===== config.mk =====
export PLATFORM = sky130hd
export DESIGN_NAME = date_serial_day_conversion_top
export DESIGN_NICKNAME = d
export VERILOG_FILES = /design/src/design/dsdc_pkg.sv /design/src/design/dsdc_year_unit.sv /design/src/design/date_serial_day_conversion_top.sv
export SDC_FILE = /design/constraint.sdc
export NUM_CORES = 1
export LEC_CHECK = 0
export ABC_CLOCK_PERIOD_IN_PS = 9550
export BUFFER_PORTS_ARGS = -buffer_cell sky130_fd_sc_hd__buf_2
export CAP_MARGIN = 20
export CORE_MARGIN = 4
export CORE_UTILIZATION = 33
export CTS_CLUSTER_DIAMETER = 200
export DETAILED_ROUTE_END_ITERATION = 10
export SKIP_LAST_GASP = 1
export SLEW_MARGIN = 20
export SYNTH_ARGS = -nofsm -noshare
export SYNTH_HDL_FRONTEND = slang
export SYNTH_SLANG_ARGS = --single-unit

===== constraint.sdc =====
create_clock -name clk -period 9.55 [get_ports clk]
set_input_delay 0 -clock clk [delete_from_list [all_inputs] [get_ports clk]]
set_output_delay 0 -clock clk [all_outputs]
set_load 0.02 [all_outputs]

===== src/design/dsdc_pkg.sv =====
package dsdc_pkg;

    // field widths
    localparam int YEAR_W   = 14;
    localparam int DAY_W    = 5;
    localparam int MONTH_W  = 4;
    localparam int SERIAL_W = 22;

    // days-before-year and accumulator width (covers base count plus serial)
    localparam int DBY_W    = 23;

    // defaults
    localparam int MAX_YEAR_DEF  = 9999;
    localparam int BASE_YEAR_RST = 1;

    // year lengths and month count
    localparam int DAYS_COMMON = 365;
    localparam int DAYS_LEAP   = 366;
    localparam int MONTHS      = 12;
    localparam int YLEN_W      = 9;

    // divide by 25 through a reciprocal: exact for a 12-bit dividend
    localparam int Q4_W        = YEAR_W - 2;
    localparam int Q100_W      = 8;
    localparam int R25_W       = 5;
    localparam int DIV25_MUL   = 1311;
    localparam int DIV25_SHIFT = 15;
    localparam int PROD_W      = 23;
    localparam int CENTURY_R25 = 24;

    // year unit control and result
    typedef struct packed {
        logic stage_a;
        logic stage_b;
    } yu_ctrl_t;

    typedef struct packed {
        logic [DBY_W-1:0] dby;
        logic             leap;
    } yu_res_t;

    // microcode
    localparam int OP_W = 4;
    localparam int PC_W = 5;

    localparam logic [OP_W-1:0] OP_LD_YEAR = 4'd0;
    localparam logic [OP_W-1:0] OP_YA      = 4'd1;
    localparam logic [OP_W-1:0] OP_YB      = 4'd2;
    localparam logic [OP_W-1:0] OP_D_CHK   = 4'd3;
    localparam logic [OP_W-1:0] OP_LD_BASE = 4'd4;
    localparam logic [OP_W-1:0] OP_D_SUB   = 4'd5;
    localparam logic [OP_W-1:0] OP_S_INIT  = 4'd6;
    localparam logic [OP_W-1:0] OP_S_TGT   = 4'd7;
    localparam logic [OP_W-1:0] OP_S_TEST  = 4'd8;
    localparam logic [OP_W-1:0] OP_S_UPD   = 4'd9;
    localparam logic [OP_W-1:0] OP_S_LDLO  = 4'd10;
    localparam logic [OP_W-1:0] OP_S_REM   = 4'd11;
    localparam logic [OP_W-1:0] OP_S_CHK   = 4'd12;
    localparam logic [OP_W-1:0] OP_S_MON   = 4'd13;
    localparam logic [OP_W-1:0] OP_FIN     = 4'd14;

    localparam logic [1:0] JMP_NEXT   = 2'd0;
    localparam logic [1:0] JMP_ALWAYS = 2'd1;
    localparam logic [1:0] JMP_FLAG   = 2'd2;

    localparam logic [PC_W-1:0] PC_D_ENTRY = 5'd0;
    localparam logic [PC_W-1:0] PC_S_ENTRY = 5'd8;
    localparam logic [PC_W-1:0] PC_S_TEST  = 5'd12;
    localparam logic [PC_W-1:0] PC_S_EXIT  = 5'd16;
    localparam logic [PC_W-1:0] PC_S_MON   = 5'd21;
    localparam logic [PC_W-1:0] PC_FIN     = 5'd22;

    typedef struct packed {
        logic [OP_W-1:0] op;
        logic [1:0]      jmp;
        logic [PC_W-1:0] target;
    } ucw_t;

    // control store
    function automatic ucw_t ucode_rom(input logic [PC_W-1:0] pc);
        ucw_t cw;
        case (pc)
            // date to serial
            5'd0:  cw = '{OP_LD_YEAR, JMP_NEXT,   PC_FIN};
            5'd1:  cw = '{OP_YA,      JMP_NEXT,   PC_FIN};
            5'd2:  cw = '{OP_YB,      JMP_NEXT,   PC_FIN};
            5'd3:  cw = '{OP_D_CHK,   JMP_FLAG,   PC_FIN};
            5'd4:  cw = '{OP_LD_BASE, JMP_NEXT,   PC_FIN};
            5'd5:  cw = '{OP_YA,      JMP_NEXT,   PC_FIN};
            5'd6:  cw = '{OP_YB,      JMP_NEXT,   PC_FIN};
            5'd7:  cw = '{OP_D_SUB,   JMP_ALWAYS, PC_FIN};
            // serial to date: base count and target
            5'd8:  cw = '{OP_S_INIT,  JMP_FLAG,   PC_FIN};
            5'd9:  cw = '{OP_YA,      JMP_NEXT,   PC_FIN};
            5'd10: cw = '{OP_YB,      JMP_NEXT,   PC_FIN};
            5'd11: cw = '{OP_S_TGT,   JMP_NEXT,   PC_FIN};
            // binary search over years
            5'd12: cw = '{OP_S_TEST,  JMP_FLAG,   PC_S_EXIT};
            5'd13: cw = '{OP_YA,      JMP_NEXT,   PC_FIN};
            5'd14: cw = '{OP_YB,      JMP_NEXT,   PC_FIN};
            5'd15: cw = '{OP_S_UPD,   JMP_ALWAYS, PC_S_TEST};
            // remainder within the year, then month walk
            5'd16: cw = '{OP_S_LDLO,  JMP_NEXT,   PC_FIN};
            5'd17: cw = '{OP_YA,      JMP_NEXT,   PC_FIN};
            5'd18: cw = '{OP_YB,      JMP_NEXT,   PC_FIN};
            5'd19: cw = '{OP_S_REM,   JMP_NEXT,   PC_FIN};
            5'd20: cw = '{OP_S_CHK,   JMP_FLAG,   PC_FIN};
            5'd21: cw = '{OP_S_MON,   JMP_FLAG,   PC_S_MON};
            5'd22: cw = '{OP_FIN,     JMP_NEXT,   PC_FIN};
            default: cw = '{OP_FIN,   JMP_ALWAYS, PC_FIN};
        endcase
        return cw;
    endfunction

    // days in a month, zero for a month code outside the year
    function automatic logic [DAY_W-1:0] days_in_month(input logic [MONTH_W-1:0] month,
                                                       input logic leap);
        logic [DAY_W-1:0] d;
        case (month)
            4'd1, 4'd3, 4'd5, 4'd7, 4'd8, 4'd10, 4'd12: d = 5'd31;
            4'd4, 4'd6, 4'd9, 4'd11:                    d = 5'd30;
            4'd2:    d = leap ? 5'd29 : 5'd28;
            default: d = 5'd0;
        endcase
        return d;
    endfunction

    // days before the first of a month in a common year
    function automatic logic [YLEN_W-1:0] cum_days(input logic [MONTH_W-1:0] month);
        logic [YLEN_W-1:0] c;
        case (month)
            4'd2:    c = 9'd31;
            4'd3:    c = 9'd59;
            4'd4:    c = 9'd90;
            4'd5:    c = 9'd120;
            4'd6:    c = 9'd151;
            4'd7:    c = 9'd181;
            4'd8:    c = 9'd212;
            4'd9:    c = 9'd243;
            4'd10:   c = 9'd273;
            4'd11:   c = 9'd304;
            4'd12:   c = 9'd334;
            default: c = 9'd0;
        endcase
        return c;
    endfunction

endpackage


===== src/design/dsdc_year_unit.sv =====
module dsdc_year_unit (
    input  logic                        clk,
    input  logic [dsdc_pkg::YEAR_W-1:0] year,
    input  dsdc_pkg::yu_ctrl_t          ctrl,
    output dsdc_pkg::yu_res_t           res
);
    import dsdc_pkg::*;

    logic [YEAR_W-1:0] prev_year;
    logic [Q4_W-1:0]   q4;
    logic [PROD_W-1:0] prod_reg;
    logic [PROD_W-1:0] prod_next;
    logic [Q100_W-1:0] q100;
    logic [Q4_W-1:0]   q100_x25;
    logic [Q4_W-1:0]   r25_full;
    logic [R25_W-1:0]  r25;
    logic              century;
    logic              quad_century;
    logic [DBY_W-1:0]  sum;
    yu_res_t           res_reg;
    yu_res_t           res_next;

    // stage a: (y-1)/4 times the reciprocal of 25
    always_comb
    begin
        prev_year = year - YEAR_W'(1);
        q4        = prev_year[YEAR_W-1:2];
        prod_next = PROD_W'(q4) * PROD_W'(DIV25_MUL);
    end

    // stage b: days before the year and the leap flag
    always_comb
    begin
        q100         = prod_reg[DIV25_SHIFT +: Q100_W];
        q100_x25     = (Q4_W'(q100) << 4) + (Q4_W'(q100) << 3) + Q4_W'(q100);
        r25_full     = q4 - q100_x25;
        r25          = r25_full[R25_W-1:0];
        century      = (r25 == R25_W'(CENTURY_R25));
        quad_century = (q100[1:0] == 2'b11);
        sum          = DBY_W'(year) * DBY_W'(DAYS_COMMON) + DBY_W'(q4) - DBY_W'(q100)
                     + DBY_W'(q100[Q100_W-1:2]) + DBY_W'(1);
        res_next.dby  = (year == '0) ? '0 : sum;
        res_next.leap = (year == '0)
                     || ((year[1:0] == 2'b00) && (!century || quad_century));
    end

    // stage registers
    always_ff @(posedge clk)
    begin
        if (ctrl.stage_a)
        begin
            prod_reg <= prod_next;
        end
        if (ctrl.stage_b)
        begin
            res_reg <= res_next;
        end
    end

    assign res = res_reg;

endmodule


===== src/design/date_serial_day_conversion_top.sv =====
// date to serial: year unit and date check; a valid date then has the base count subtracted
// serial to date: a binary search over years (up to 14 halvings) through the shared year
// unit, then a month walk
// throughput: one item at a time; the next transfer in is taken once the result moves
// to the output register, which may still wait for out_ready
// reset: asynchronous active low, base_year returns to 1, no result pending
module date_serial_day_conversion_top #(
    parameter int MAX_YEAR = dsdc_pkg::MAX_YEAR_DEF
) (
    input  logic                          clk,
    input  logic                          rst_n,
    input  logic                          cfg_we,
    input  logic [dsdc_pkg::YEAR_W-1:0]   cfg_data,
    input  logic                          in_valid,
    output logic                          in_ready,
    input  logic                          command,
    input  logic [dsdc_pkg::DAY_W-1:0]    day_in,
    input  logic [dsdc_pkg::MONTH_W-1:0]  month_in,
    input  logic [dsdc_pkg::YEAR_W-1:0]   year_in,
    input  logic [dsdc_pkg::SERIAL_W-1:0] serial_in,
    output logic                          out_valid,
    input  logic                          out_ready,
    output logic [dsdc_pkg::SERIAL_W-1:0] serial_out,
    output logic [dsdc_pkg::DAY_W-1:0]    day_out,
    output logic [dsdc_pkg::MONTH_W-1:0]  month_out,
    output logic [dsdc_pkg::YEAR_W-1:0]   year_out,
    output logic                          error
);
    import dsdc_pkg::*;

    localparam logic [YEAR_W-1:0] MAX_YEAR_V = YEAR_W'(MAX_YEAR);

    // control state
    logic [YEAR_W-1:0]   base_reg;
    logic [YEAR_W-1:0]   base_next;
    logic                busy_reg;
    logic                busy_next;
    logic [PC_W-1:0]     pc_reg;
    logic [PC_W-1:0]     pc_next;
    logic                out_valid_reg;
    logic                out_valid_next;

    // latched request
    logic                cmd_reg;
    logic [DAY_W-1:0]    day_reg;
    logic [MONTH_W-1:0]  mon_reg;
    logic [YEAR_W-1:0]   year_reg;
    logic [SERIAL_W-1:0] serial_reg;

    // datapath
    logic [YEAR_W-1:0]   yarg_reg;
    logic [YEAR_W-1:0]   yarg_next;
    logic [DBY_W-1:0]    acc_reg;
    logic [DBY_W-1:0]    acc_next;
    logic [YEAR_W-1:0]   lo_reg;
    logic [YEAR_W-1:0]   lo_next;
    logic [YEAR_W-1:0]   hi_reg;
    logic [YEAR_W-1:0]   hi_next;
    logic [MONTH_W-1:0]  m_reg;
    logic [MONTH_W-1:0]  m_next;
    logic                err_reg;
    logic                err_next;

    // result register
    logic [SERIAL_W-1:0] serial_out_reg;
    logic [SERIAL_W-1:0] serial_out_next;
    logic [DAY_W-1:0]    day_out_reg;
    logic [DAY_W-1:0]    day_out_next;
    logic [MONTH_W-1:0]  month_out_reg;
    logic [MONTH_W-1:0]  month_out_next;
    logic [YEAR_W-1:0]   year_out_reg;
    logic [YEAR_W-1:0]   year_out_next;
    logic                error_out_reg;
    logic                error_out_next;

    ucw_t                ucw;
    logic                flag;
    logic                fin;
    logic                in_fire;
    logic                out_free;
    logic                load_out;
    logic [YEAR_W:0]     mid_sum;
    logic [YEAR_W-1:0]   mid;
    logic [DAY_W-1:0]    dim_date;
    logic [DAY_W-1:0]    dim_walk;
    logic [YLEN_W-1:0]   year_len;
    logic                date_bad;
    logic                leap_adj;
    yu_ctrl_t            yu_ctrl;
    yu_res_t             yu_res;

    // shared year unit
    dsdc_year_unit u_year (
        .clk  (clk),
        .year (yarg_reg),
        .ctrl (yu_ctrl),
        .res  (yu_res)
    );

    // handshake
    assign in_ready = !busy_reg;
    assign in_fire  = in_valid && in_ready;
    assign out_free = !out_valid_reg || out_ready;

    // microcode fetch
    assign ucw = ucode_rom(pc_reg);

    // datapath step
    always_comb
    begin
        mid_sum  = {1'b0, lo_reg} + {1'b0, hi_reg} + (YEAR_W + 1)'(1);
        mid      = mid_sum[YEAR_W:1];
        dim_date = days_in_month(mon_reg, yu_res.leap);
        dim_walk = days_in_month(m_reg, yu_res.leap);
        year_len = yu_res.leap ? YLEN_W'(DAYS_LEAP) : YLEN_W'(DAYS_COMMON);
        leap_adj = yu_res.leap && (mon_reg > 4'd2);
        date_bad = (mon_reg == '0) || (mon_reg > MONTH_W'(MONTHS))
                || (year_reg < base_reg) || (year_reg > MAX_YEAR_V)
                || (day_reg == '0) || (day_reg > dim_date);

        yarg_next = yarg_reg;
        acc_next  = acc_reg;
        lo_next   = lo_reg;
        hi_next   = hi_reg;
        m_next    = m_reg;
        err_next  = err_reg;
        flag      = 1'b0;
        fin       = 1'b0;
        yu_ctrl   = '0;

        if (busy_reg)
        begin
            case (ucw.op)
                OP_LD_YEAR:
                begin
                    yarg_next = year_reg;
                end
                OP_YA:
                begin
                    yu_ctrl.stage_a = 1'b1;
                end
                OP_YB:
                begin
                    yu_ctrl.stage_b = 1'b1;
                end
                OP_D_CHK:
                begin
                    flag     = date_bad;
                    err_next = date_bad;
                    acc_next = yu_res.dby + DBY_W'(cum_days(mon_reg)) + DBY_W'(leap_adj)
                             + DBY_W'(day_reg) - DBY_W'(1);
                end
                OP_LD_BASE:
                begin
                    yarg_next = base_reg;
                end
                OP_D_SUB:
                begin
                    acc_next = acc_reg - yu_res.dby;
                end
                OP_S_INIT:
                begin
                    flag      = (base_reg > MAX_YEAR_V);
                    err_next  = flag;
                    yarg_next = base_reg;
                    lo_next   = base_reg;
                    hi_next   = MAX_YEAR_V;
                end
                OP_S_TGT:
                begin
                    acc_next = yu_res.dby + DBY_W'(serial_reg);
                end
                OP_S_TEST:
                begin
                    flag      = (lo_reg >= hi_reg);
                    yarg_next = mid;
                end
                OP_S_UPD:
                begin
                    if (yu_res.dby <= acc_reg)
                    begin
                        lo_next = yarg_reg;
                    end
                    else
                    begin
                        hi_next = yarg_reg - YEAR_W'(1);
                    end
                end
                OP_S_LDLO:
                begin
                    yarg_next = lo_reg;
                end
                OP_S_REM:
                begin
                    acc_next = acc_reg - yu_res.dby;
                    m_next   = MONTH_W'(1);
                end
                OP_S_CHK:
                begin
                    flag     = (acc_reg >= DBY_W'(year_len));
                    err_next = flag;
                end
                OP_S_MON:
                begin
                    flag = (m_reg < MONTH_W'(MONTHS)) && (acc_reg >= DBY_W'(dim_walk));
                    if (flag)
                    begin
                        acc_next = acc_reg - DBY_W'(dim_walk);
                        m_next   = m_reg + MONTH_W'(1);
                    end
                end
                OP_FIN:
                begin
                    fin = 1'b1;
                end
                default:
                begin
                    fin = 1'b1;
                end
            endcase
        end
    end

    // sequencer
    always_comb
    begin
        busy_next = busy_reg;
        pc_next   = pc_reg;
        load_out  = 1'b0;
        if (in_fire)
        begin
            busy_next = 1'b1;
            pc_next   = command ? PC_S_ENTRY : PC_D_ENTRY;
        end
        else if (busy_reg)
        begin
            if (fin)
            begin
                if (out_free)
                begin
                    load_out  = 1'b1;
                    busy_next = 1'b0;
                end
            end
            else
            begin
                case (ucw.jmp)
                    JMP_ALWAYS: pc_next = ucw.target;
                    JMP_FLAG:   pc_next = flag ? ucw.target : pc_reg + PC_W'(1);
                    default:    pc_next = pc_reg + PC_W'(1);
                endcase
            end
        end
    end

    // result assembly, output valid and base year update
    always_comb
    begin
        if (!cmd_reg)
        begin
            serial_out_next = err_reg ? '0 : acc_reg[SERIAL_W-1:0];
            day_out_next    = day_reg;
            month_out_next  = mon_reg;
            year_out_next   = year_reg;
        end
        else if (err_reg)
        begin
            serial_out_next = '0;
            day_out_next    = '0;
            month_out_next  = '0;
            year_out_next   = '0;
        end
        else
        begin
            serial_out_next = serial_reg;
            day_out_next    = acc_reg[DAY_W-1:0] + DAY_W'(1);
            month_out_next  = m_reg;
            year_out_next   = lo_reg;
        end
        error_out_next = err_reg;
        out_valid_next = load_out ? 1'b1 : (out_ready ? 1'b0 : out_valid_reg);
        base_next      = cfg_we ? cfg_data : base_reg;
    end

    // control registers
    always_ff @(posedge clk or negedge rst_n)
    begin
        if (!rst_n)
        begin
            base_reg      <= YEAR_W'(BASE_YEAR_RST);
            busy_reg      <= 1'b0;
            pc_reg        <= PC_D_ENTRY;
            out_valid_reg <= 1'b0;
        end
        else
        begin
            base_reg      <= base_next;
            busy_reg      <= busy_next;
            pc_reg        <= pc_next;
            out_valid_reg <= out_valid_next;
        end
    end

    // request, datapath and result registers
    always_ff @(posedge clk)
    begin
        if (in_fire)
        begin
            cmd_reg    <= command;
            day_reg    <= day_in;
            mon_reg    <= month_in;
            year_reg   <= year_in;
            serial_reg <= serial_in;
        end
        yarg_reg <= yarg_next;
        acc_reg  <= acc_next;
        lo_reg   <= lo_next;
        hi_reg   <= hi_next;
        m_reg    <= m_next;
        err_reg  <= err_next;
        if (load_out)
        begin
            serial_out_reg <= serial_out_next;
            day_out_reg    <= day_out_next;
            month_out_reg  <= month_out_next;
            year_out_reg   <= year_out_next;
            error_out_reg  <= error_out_next;
        end
    end

    assign out_valid  = out_valid_reg;
    assign serial_out = serial_out_reg;
    assign day_out    = day_out_reg;
    assign month_out  = month_out_reg;
    assign year_out   = year_out_reg;
    assign error      = error_out_reg;

`ifndef NO_ASSERTIONS
    a_pc_range: assert property (@(posedge clk) disable iff (!rst_n)
        busy_reg |-> pc_reg <= PC_FIN)
        else $error("program counter beyond the last step");

    a_accept_entry: assert property (@(posedge clk) disable iff (!rst_n)
        in_valid && in_ready |=> busy_reg && (pc_reg == PC_D_ENTRY || pc_reg == PC_S_ENTRY))
        else $error("transfer in did not start a program");

    a_month_walk: assert property (@(posedge clk) disable iff (!rst_n)
        busy_reg && ucw.op == OP_S_MON |-> m_reg >= MONTH_W'(1) && m_reg <= MONTH_W'(MONTHS))
        else $error("month counter out of range");

    a_search_order: assert property (@(posedge clk) disable iff (!rst_n)
        busy_reg && ucw.op == OP_S_TEST |-> lo_reg <= hi_reg)
        else $error("year search bounds crossed");

    a_result_date: assert property (@(posedge clk) disable iff (!rst_n)
        out_valid && !error |->
            month_out >= MONTH_W'(1) && month_out <= MONTH_W'(MONTHS) && day_out != '0)
        else $error("valid result without a proper date");
`endif

endmodule


Yosys cells after proc, flatten, opt, wreduce, memory -nomap -nowiden --
Memories as Yosys holds them, arrays and structs flattened. A register that Yosys moved wholly into a read port is not among the register bits. Index checks and enable logic that the tools add are counted. W data, S select, Z words.
Storage, ports and cells: memories 2, bits of input ports 65, word-level logic and storage cells 193, output and inout port bits 48, ROM bits 496, bits in registers 230
Memories:
- (name not given) | depth 32, width 11, rd ports 1, clocked after memory_dff 0, write ports 0, RTL line dsdc_pkg.sv:82 | case (pc)
- (name not given) | depth 16, width 9, rd ports 1, clocked after memory_dff 1, write ports 0, RTL line dsdc_pkg.sv:131 | case (month)
Operators by class: equal/unequal tests 45, multiply operators 2, reduce and logical (&&, ||, !) cells 41, multiplexer cells 49, $lt $le $gt $ge 11, add/sub/neg operators 20
Operators by type and width (number):
- $pmux W23 S4 | 1
- $mux W22 | 3
- $eq A4 B4 Y1 const B | 16
- $mux W14 | 4
- $pmux W14 S2 | 2
- $pmux W14 S4 | 1
- $eq A4 B3 Y1 const B | 12
- $mux W5 | 6
- $pmux W5 S3 | 2
- $gt A14 B14 Y1 const B | 2
- $eq A4 B2 Y1 const B | 6
- $add A23 B1 Y23 | 1
- $add A23 B1 Y23 const B | 1
- $add A23 B12 Y23 | 1
- $add A23 B22 Y23 | 1
- $add A23 B5 Y23 | 1
- $add A23 B6 Y23 | 1
- $add A23 B9 Y23 | 1
- $ge A23 B5 Y1 | 1
- $ge A23 B9 Y1 | 1
- $le A23 B23 Y1 | 1
- $mul A12 B11 Y23 const B | 1
- $mul A14 B9 Y23 const B | 1
- $mux W23 | 1
- 47 further kinds | 100

Longest topological paths before layout --
Gate-level depths: netlist of the first run.
word-level depth 13, depth in mapped cells 32, gate-level depth less buffers 32

Hierarchy --
Synthesis of the first run repeated with hierarchy kept, for this count alone.
Second synthesis, totals: cell total of the unflattened synthesis 2419, area total of the unflattened synthesis 23244.8 µm²
By module, submodules not included:
- date_serial_day_conversion_top | area an instance 14949.3 µm², seq. area each 5571.6 µm², cells each 1589, times used 1
- dsdc_year_unit | area an instance 8295.5 µm², seq. area each 960.9 µm², cells each 830, times used 1

Worst setup path after synthesis of the first run --
Ideal clock, no wire load.
path type reg-to-reg, start point register yarg_reg[2], end point register u_year.prod_reg[22], data pin, data arrival time 6527 ps, cell stages (with the launch flop) 32, required time 9290 ps, slack 2763 ps, period minus slack after synthesis 6787 ps, buffers on the path 0, setup time 260 ps, path through edfxtp_1 inv_1 ha_1 nand2_1 a21boi_1 nand2_1 nand2_1 nand2_1 nand2_1 nand2_1 xnor2_1 inv_1 ha_1 a21o_1 ha_1 inv_1 fa_1 inv_1 fa_1 inv_1 fa_1 inv_1 ha_1 a21o_1 a21o_1 a2111oi_0 o21bai_1 a31o_2 a41oi_1 nand2b_1 a21oi_1 xnor2_1
On the way: word-level cells in the longest chain between the ends 2
Ends and longest elaborated chain:
- start, declared | RTL line date_serial_day_conversion_top.sv:51 | logic [YEAR_W-1:0] yarg_reg;
- start signal, assigned | RTL line date_serial_day_conversion_top.sv:315 | yarg_reg <= yarg_next;
- $sub A14 B1 Y14 | RTL line dsdc_year_unit.sv:26 | prev_year = year - YEAR_W'(1);
- named net u_year.prev_year[11] | RTL line dsdc_year_unit.sv:9 | logic [YEAR_W-1:0] prev_year;
- $mul A12 B11 Y23 | RTL line dsdc_year_unit.sv:28 | prod_next = PROD_W'(q4) * PROD_W'(DIV25_MUL);
- named net u_year.prod_next[22] | RTL line dsdc_year_unit.sv:12 | logic [PROD_W-1:0] prod_next;
- end signal, assigned | RTL line dsdc_year_unit.sv:52 | prod_reg <= prod_next;
- end, declared | RTL line dsdc_year_unit.sv:11 | logic [PROD_W-1:0] prod_reg;
The timed path passes the listed nets, and every way through them passes these cells. A chain may end at the register's enable or synchronous reset.

Worst setup path in the final report of the first run --
Same ends and word-level chain as after synthesis.

==> out/metrics.cfg, run 1 <==
[setup_path]
slowest_stage=xnor2_1
critPathLaunchType=flop
cp-startpoint=yarg_reg[2]$_DFFE_PP_
worst-path-buf-inv=6
cpPeakStageDelay_ns=0.65
r2r_cells=31
timing.rr.start=yarg_reg[2]$_DFFE_PP_
critPathMaxFanout=6
worstPathRequired_ns=9.88
reg2reg_to=u_year.prod_reg[22]$_DFFE_PP_
critPathTopFamily=adder cells
critPathArrivalTime_ns=8.10
crit_path_end=u_year.prod_reg[22]$_DFFE_PP_
crit_type=reg2reg
cp_num_cells=31
crit_path_end_kind=flop
r2r_setup_slack_ns=1.78

[job]
cap_violations=0

[logic_synthesis]
synth-edff-count=194
ys.flop_type=edfxtp_1
synth_cells=2320
ys_types=91
synth_area_um2=22500
synth_nets=2865
ys_ff_latch=224
syn_area_per_cell_um2=9.68
ys_seq_area_share_pct=29.1
synthArstFlopShare_pct=9.38
synth_warnings=0

[drt]
drt_first_iter_violations=991
wl_per_cell_um=18.5
drt_first_pass_iters=5
drc_errors=0
vias_per_cell=5.14
ant_nets=0
wirelength_um=63100
vias=17560

[timing]
fin_crit_ns=7.77
hold_viol_final=0
rsz0062_at_grt=false
slew_headroom_pct=31.4
fmax_ghz=0.129
setup_viol=0
fin_setup_tns_ns=0
finalMaxSlewViolations=0
fin_skew_ns=0.0203
worstMarginPinSlew_ns=1.03
period_share_pct=81.3

[status]
status=complete, no violations

[grt]
antenna_found_initial=0
grt_overflow_total=0
grt_pass1_vias=18456
grt_max_degree=67
grt_use_total_pct=17.3
grt_pass1_wl_um=100000

[place]
hpwl_um=50400
gp_congestion=0.935
portBuffers=112

[min_path]
hp-class=in2reg
holdPathStages=2

[cts]
htreeDepth=1
cts_tree=built
clock-sinks=224
path_clk_slew_ns=0.06
cts_buffer_depth=3
cts_buffers=29
clock_latency_ns=0.60
clockRootBuffer=clkbuf_16

[floorplanning]
start_util_pct=33.4
die-area_um2=72300
fp.dieW_um=269
fp.dieH_um=269
io-pin-count=113
coreArea_um2=67300
rows=95

[finish]
syn_to_final_growth_pct=15.8
multi_input_area_um2=14300
nets=3063
largest_register_ffs=24
drive_gt1_share_pct=8.26
antenna_cells=0
seq_area_um2=6530
num-fill-cells=6585

## stage by stage
step | area [µm²] | hold slack, ns | worst slack, ns | std cells | util [%]
6_report | 26000 | 0.118 | 1.78 | 3414 | 38.7
5_1_grt | 26000 | 0.0902 | 1.17 | 3414 | 38.7
4_1_cts | 26000 | 0.0874 | 1.77 | 3414 | 38.7
3_5_place_dp | 24000 | 0.00706 | 1.82 | 3267 | 35.7
3_3_place_gp | 24000 | 0.00269 | 2.01 | 3267 | 35.7
2_1_floorplan | 22500 | -0.296 | 2.76 | 2320 | -
## how the worst min path moves through the flow
stage	to	startpoint
global route	day_reg[0]$_DFFE_PP_	day_in[0]
CTS	year_reg[10]$_DFFE_PP_	year_in[10]
floorplan	base_reg[10]$_DFFE_PN0P_	rst_n
finish	year_reg[2]$_DFFE_PP_	year_in[2]
detailed placement	base_reg[2]$_DFFE_PN0P_	rst_n
global placement	base_reg[2]$_DFFE_PN0P_	rst_n
## cell usage in the layout (no fill, tap or decap), types with 29 or more instances in the layout
cell type,n
a21o_1,55
a21oi_1,130
buf_2,112
clkbuf_16,29
dlygate4sd3_1,92
edfxtp_1,194
fa_1,125
ha_1,355
inv_1,363
mux2i_1,31
nand2_1,139
nand3_1,34
nor2_1,142
nor3_1,32
o21ai_0,70
o21ai_1,69
xnor2_1,99
xor2_1,49
## repair_timing
item	CTS	global route
buffers inserted	0	0
gates resized for setup	0	0
hold buffers	93	0
hold endpoints to repair	115	0
## cell type report
class                   instances  share of cell area [%]
well taps                     873                    4.20
flip-flops and latches        224                    25.1
inverters                     368                    5.31
multi-input cells            1672                    55.2
repair buffers                223                    6.23
clock buffers                  40                    3.14
clock inverters                14                   0.823
## cell usage after synthesis, types with 13 or more instances
cell type	n	share of area, %
nor2_1	142	2.4
fa_1	125	11
nand2_1	139	2.3
ha_1	355	20
clkbuf_1	42	0.70
nor3_1	33	0.74
nand3_1	34	0.76
xor2_1	49	1.9
a22oi_1	13	0.43
o31ai_1	13	0.43
nor2b_1	20	0.56
o21ai_0	70	1.6
a21o_1	55	1.8
mux2i_1	31	1.4
a221o_1	13	0.58
xnor2_1	99	3.9
a211oi_1	15	0.50
nand2b_1	25	0.70
inv_1	363	6.1
nand3b_1	24	0.80
o211ai_1	14	0.47
a31oi_1	16	0.45
a21oi_1	132	2.9
edfxtp_1	194	26
o21ai_1	69	1.5
dfrtp_1	20	2.2
## per-layer routing
metal  global-route usage (%)  wire length, µm  vias to the layer above
met5                        0                0                        -
met4                     4.39             1520                        0
met3                     1.74             2610                       80
met2                     31.8            31700                      405
met1                     21.7            27300                     8590
li1                         -                -                     8485
## kinds of logic after synthesis
kind of cell / synth area share [%]
flops: 29.1
compound gates: 14.7
simple gates: 10.8
buf+inv: 7.24
fa+ha+maj: 31.0
xor+xnor: 5.77
mux: 1.43
Power of run 1 is left out: the tool's default activity adds up to more than one toggle a clock period on the data nets, which glitch-free logic cannot reach.
==> inputs of run 2 (changes only) <==
--- a/config.mk
+++ b/config.mk
@@ -5,7 +5,8 @@
 export SDC_FILE = /design/constraint.sdc
 export NUM_CORES = 1
 export LEC_CHECK = 0
-export ABC_CLOCK_PERIOD_IN_PS = 9550
+export ABC_AREA = 1
+export ABC_CLOCK_PERIOD_IN_PS = 6500
 export BUFFER_PORTS_ARGS = -buffer_cell sky130_fd_sc_hd__buf_2
 export CAP_MARGIN = 20
 export CORE_MARGIN = 4
==> constraint.sdc (replaced) <==
create_clock -name clk -period 6.5 [get_ports clk]
set_input_delay 0 -clock clk [delete_from_list [all_inputs] [get_ports clk]]
set_output_delay 0 -clock clk [all_outputs]
set_load 0.02 [all_outputs]
==> run 2 against run 1 <==
  * Flip-flop and latch count unchanged
  * Global-route usage up 0.43 points
  * Fmax up 28%
  * Highest routed layer unchanged
  * Final cell count up 11%
  * Area after synthesis up 1.4%
  * Critical path depth down 4
  * Die area up 1.4%
  * Largest cell class unchanged
==> out/metrics.cfg, run 2 <==
[floorplanning]
fp.dieH_um=271
io-pin-count=113
start_util_pct=33.3
die-area_um2=73300
coreArea_um2=68500
fp.dieW_um=271
rows=96

[finish]
nets=3442
num-fill-cells=6923
antenna_cells=0
final_cells=3801
utilization_pct=38.5
mostFrequentLayoutCells=500 x inv_1, 435 x nand2_1, 355 x ha_1, 214 x a21oi_1, 194 x edfxtp_1
syn_to_final_growth_pct=15.7
largest_register_ffs=24
layout_commonest_cell=inv_1
drive_gt1_share_pct=9.46

[logic_synthesis]
synth_cells=2669
yosysTopAreaCell=edfxtp_1
ys_ff_latch=224
ys_seq_area_share_pct=28.7
synth_warnings=0
synth_nets=3214
synthTopCellsByCount=504 x inv_1, 435 x nand2_1, 355 x ha_1, 214 x a21oi_1, 194 x edfxtp_1
synthTopCellsByArea=edfxtp_1 26%, ha_1 20%, fa_1 11%
synth-edff-count=194
ys_types=62
synthArstFlopShare_pct=9.38
synth_area_um2=22800
syn_area_per_cell_um2=8.53
yosys.area.top_type_share_pct=25.6
yosysMostFrequentCell=inv_1
ys.flop_type=edfxtp_1

[timing]
fin_setup_tns_ns=0
hold_viol_final=0
rsz0062_at_grt=false
fmax_ghz=0.165
fin_crit_ns=6.05
slew_headroom_pct=33.0
whs_ns=0.133
setup_viol=0
period_share_pct=93.1
fin_skew_ns=0.0206
worstMarginPinSlew_ns=1.00
finalMaxSlewViolations=0

[cts]
cts_tree=built
cts_buffer_depth=3
cts_buffers=28
post_cts_buffers=0
htreeDepth=1
clockRootBuffer=clkbuf_16
path_clk_slew_ns=0.06
clock-sinks=224
clock_latency_ns=0.57

[min_path]
hp-class=in2reg
holdPathStages=2

[place]
gp_congestion=0.948
hpwl_um=53700
portBuffers=112
dp_cells=3656

[drt]
drc_errors=0
wirelength_um=66400
drt_first_pass_iters=5
ant_nets=0
vias=18821
drt_first_iter_violations=1181
vias_per_cell=4.95
wl_per_cell_um=17.5

[grt]
grt_overflow_total=0
antenna_found_initial=0
grt_pass1_vias=18603
grt_use_total_pct=17.7
grt_max_degree=50
grt_pass1_wl_um=104000

[setup_path]
worstPathRequired_ns=6.83
critPathMaxFanout=7
r2r_cells=27
critPathArrivalTime_ns=6.38
cpPeakStageDelay_ns=0.50
critPathLaunchType=flop
crit_path_end_kind=flop
crit_type=reg2reg
slowest_stage=fa_1

[status]
status=complete, no violations

[job]
cap_violations=0

run 2: worst paths after layout:
path	from	to	slack (ns)
setup reg to reg	yarg_reg[4]$_DFFE_PP_	u_year.res[21]$_SDFFCE_PP0P_	0.45
min in group asynchronous	rst_n	base_reg[0]$_DFFE_PN1P_	0.51
setup / recovery	yarg_reg[4]$_DFFE_PP_	u_year.res[21]$_SDFFCE_PP0P_	0.45
max in group asynchronous	rst_n	base_reg[6]$_DFFE_PN0P_	5.49
hold / removal	day_in[2]	day_reg[2]$_DFFE_PP_	0.13
hold reg to reg	err_reg$_DFFE_PP_	error$_DFFE_PP_	0.52
run 2: repair_timing:
item | CTS | global route
setup endpoints to repair | 0 | 7
hold buffers | 93 | 0
hold endpoints to repair | 90 | 0
gates resized for setup | 0 | 3
run 2: cell type report:
class / instances / area (µm²) / area share [%]
Multi-Input combinational cell: 1893 / 14200 / 53.8
Timing Repair Buffer: 233 / 1700 / 6.44
Inverter: 517 / 1940 / 7.38
Sequential cell: 224 / 6530 / 24.8
Clock inverter: 19 / 149 / 0.565
Clock buffer: 33 / 751 / 2.85
Tap cell: 882 / 1100 / 4.19
run 2: metal layers:
| metal | global-route usage, % | part of all wire, % |
|---|---|---|
| met5 | 0 | 0 |
| met1 | 23.9 | 45 |
| met4 | 4.58 | 2.8 |
| met2 | 30.0 | 47 |
| met3 | 2.44 | 5.2 |
run 2: critical path, delay by kind of cell, from the launching register on:
| kind | cells | cell delay, ns |
|---|---|---|
| buffers and inverters | 5 | 0.74 |
| and+or+nand+nor | 8 | 0.69 |
| DFF | 1 | 0.49 |
| AOI/OAI and AO/OA | 7 | 1.22 |
| xor gates and xnor gates | 1 | 0.25 |
| adders and majority gates | 6 | 2.41 |
run 2: cells by family (layout without fill, tap and decap cells):
group           count (synthesis)  count (layout)  synth area share, %
compound gates                517             517                 12.8
buf+inv                       552             802                 9.21
simple gates                  827             827                 16.1
flops                         224             224                 28.7
xor+xnor                       69              69                 2.65
fa+ha+maj                     480             480                 30.5
run 2: stage by stage:
stage | setup slack, ns | instance area [µm²]
final | 0.447 | 26400
after CTS | 0.268 | 26300
after global placement | 0.448 | 24500
after floorplan | 0.768 | 22800
after global routing | 0.00218 | 26400
after detailed placement | 0.313 | 24500
Power of run 2 is left out for the same reason.
==> inputs of run 3 (changes only) <==
--- a/config.mk
+++ b/config.mk
@@ -9,10 +9,10 @@
 export ABC_CLOCK_PERIOD_IN_PS = 6500
 export BUFFER_PORTS_ARGS = -buffer_cell sky130_fd_sc_hd__buf_2
 export CAP_MARGIN = 20
-export CORE_MARGIN = 4
 export CORE_UTILIZATION = 33
 export CTS_CLUSTER_DIAMETER = 200
 export DETAILED_ROUTE_END_ITERATION = 10
+export HOLD_SLACK_MARGIN = 0.1
 export SKIP_LAST_GASP = 1
 export SLEW_MARGIN = 20
 export SYNTH_ARGS = -nofsm -noshare
==> run 3 against run 2 <==
  * Sequential share of layout area down 0.052 points
  * Setup slack got worse by 0.0032 ns
  * Flip-flop and latch count is the same
  * Non-clock buffer count fell by 1
  * Clock skew is 0.0065 ns lower
==> out/metrics.cfg, run 3 (same netlist as run 2, synthesis figures left out) <==
[status]
status=complete, no violations

[cts]
cts_buffers=27
clock_latency_ns=0.57
cts_tree=built
cts_buffer_depth=3
htreeDepth=1
clockRootBuffer=clkbuf_16
path_clk_slew_ns=0.07
clock-sinks=224
post_cts_buffers=0

[timing]
period_share_pct=93.2
whs_ns=0.144
fin_skew_ns=0.0142
fmax_ghz=0.165
hold_viol_final=0
slew_headroom_pct=29.8
finalMaxSlewViolations=0
fin_crit_ns=6.06
setup_viol=0
fin_setup_tns_ns=0
worstMarginPinSlew_ns=1.05
rsz0062_at_grt=false

[finish]
nets=3440
mostFrequentLayoutCells=500 x inv_1, 435 x nand2_1, 355 x ha_1, 214 x a21oi_1, 194 x edfxtp_1
largest_register_ffs=24
drive_gt1_share_pct=9.43
layout_commonest_cell=inv_1
antenna_cells=0
stdcell_area_um2=26400
syn_to_final_growth_pct=15.9

[floorplanning]
die-area_um2=70100
fp.dieW_um=265
rows=95
fp.dieH_um=265
coreArea_um2=67800
io-pin-count=113
start_util_pct=33.6

[setup_path]
worst-path-buf-inv=6
r2r_cells=29
critPathMaxFanout=6
crit_top_cell=nand2_1
r2r_setup_slack_ns=0.44
timing.rr.start=yarg_reg[3]$_DFFE_PP_
crit_path_end=u_year.res[21]$_SDFFCE_PP0P_
crit_type=reg2reg
cp_num_cells=29
worstPathRequired_ns=6.82
reg2reg_to=u_year.res[21]$_SDFFCE_PP0P_
critPathLaunchType=flop
cpPeakStageDelay_ns=0.53
slowest_stage=edfxtp_1
cp-startpoint=yarg_reg[3]$_DFFE_PP_
crit_path_end_kind=flop
critPathTopFamily=adder cells
critPathArrivalTime_ns=6.37

[drt]
drt_first_pass_iters=5
wl_per_cell_um=17.0
vias_per_cell=4.92
drc_errors=0
ant_nets=0
drt_first_iter_violations=1284
wirelength_um=64500
vias=18653

[grt]
grt_pass1_vias=18341
grt_use_total_pct=18.2
grt_max_degree=50
grt_overflow_total=0
antenna_found_initial=0
grt_pass1_wl_um=100000

[place]
gp_congestion=0.938
hpwl_um=51800
placed_area_um2=24500
portBuffers=112

[min_path]
min_from=day_in[3]
hp-class=in2reg

[job]
cap_violations=0

[run 3: changes by cell type in the layout (fill, tap and decap cells not counted), moves of 2 or more]
cell        previous run  this run
bufinv_16              1         7
clkinv_4               4         0
clkinv_1               5         2
clkinvlp_4             4         1
buf_4                 28        26
clkbuf_16             29        27
clkinv_2               6         8
nor2_2                 8        10
nor2_4                 7         5
o21ai_1               10         8
[run 3: how the worst min path moves through the flow]
stage	end	slack, ns	depth (start not counted)
after floorplan	base_reg[10]$_DFFE_PN0P_	-0.30	0
after global placement	out_valid$_DFFE_PN0P_	0.003	1
after detailed placement	pc_reg[0]$_DFFE_PN0P_	0.007	1
after CTS	day_reg[0]$_DFFE_PP_	0.12	2
after global routing	serial_reg[1]$_DFFE_PP_	0.14	2
final	day_reg[3]$_DFFE_PP_	0.14	2
[run 3: per-stage QoR]
stage	worst slack, ns	utilization [%]	std cells
after floorplan	0.768	-	2669
after global placement	0.536	36.1	3645
after detailed placement	0.414	36.1	3645
after CTS	0.375	38.9	3787
after global routing	0.0000289	39.0	3788
final	0.444	39.0	3788
[run 3: area by class of cell]
cell class	instances	area, µm²
timing repair buffer	232	1700
clock buffer	31	701
clock inverter	18	275
multi-input combinational	1893	14200
sequential	224	6530
tap	873	1090
inverter	517	1940
fill	6866	41300
[run 3: repair_timing]
action	in CTS	in global routing
resized for setup	0	2
hold buffers	93	0
endpoints found under the setup margin	0	1
hold endpoints to repair	92	0
[run 3: worst reg2reg max path: cells and delay by family, from the launching register on]
family                   cells  cell delay [ns]
XOR/XNOR                     1             0.14
buffers and inverters        6             0.87
flip-flops                   1             0.53
adder cells (fa/ha/maj)      6             2.41
AND/OR/NAND/NOR             10             0.77
AO/OA/AOI/OAI                6             1.10
[run 3: layer usage]
| layer | up-vias | wire length [µm] | GRT usage [%] |
|---|---|---|---|
| li1 | 9349 | - | - |
| met1 | 8830 | 30000 | 24.9 |
| met2 | 399 | 30000 | 30.6 |
| met3 | 75 | 2750 | 1.79 |
| met4 | 0 | 1700 | 4.78 |
| met5 | - | 0 | 0 |
Power of run 3 is left out for the same reason.
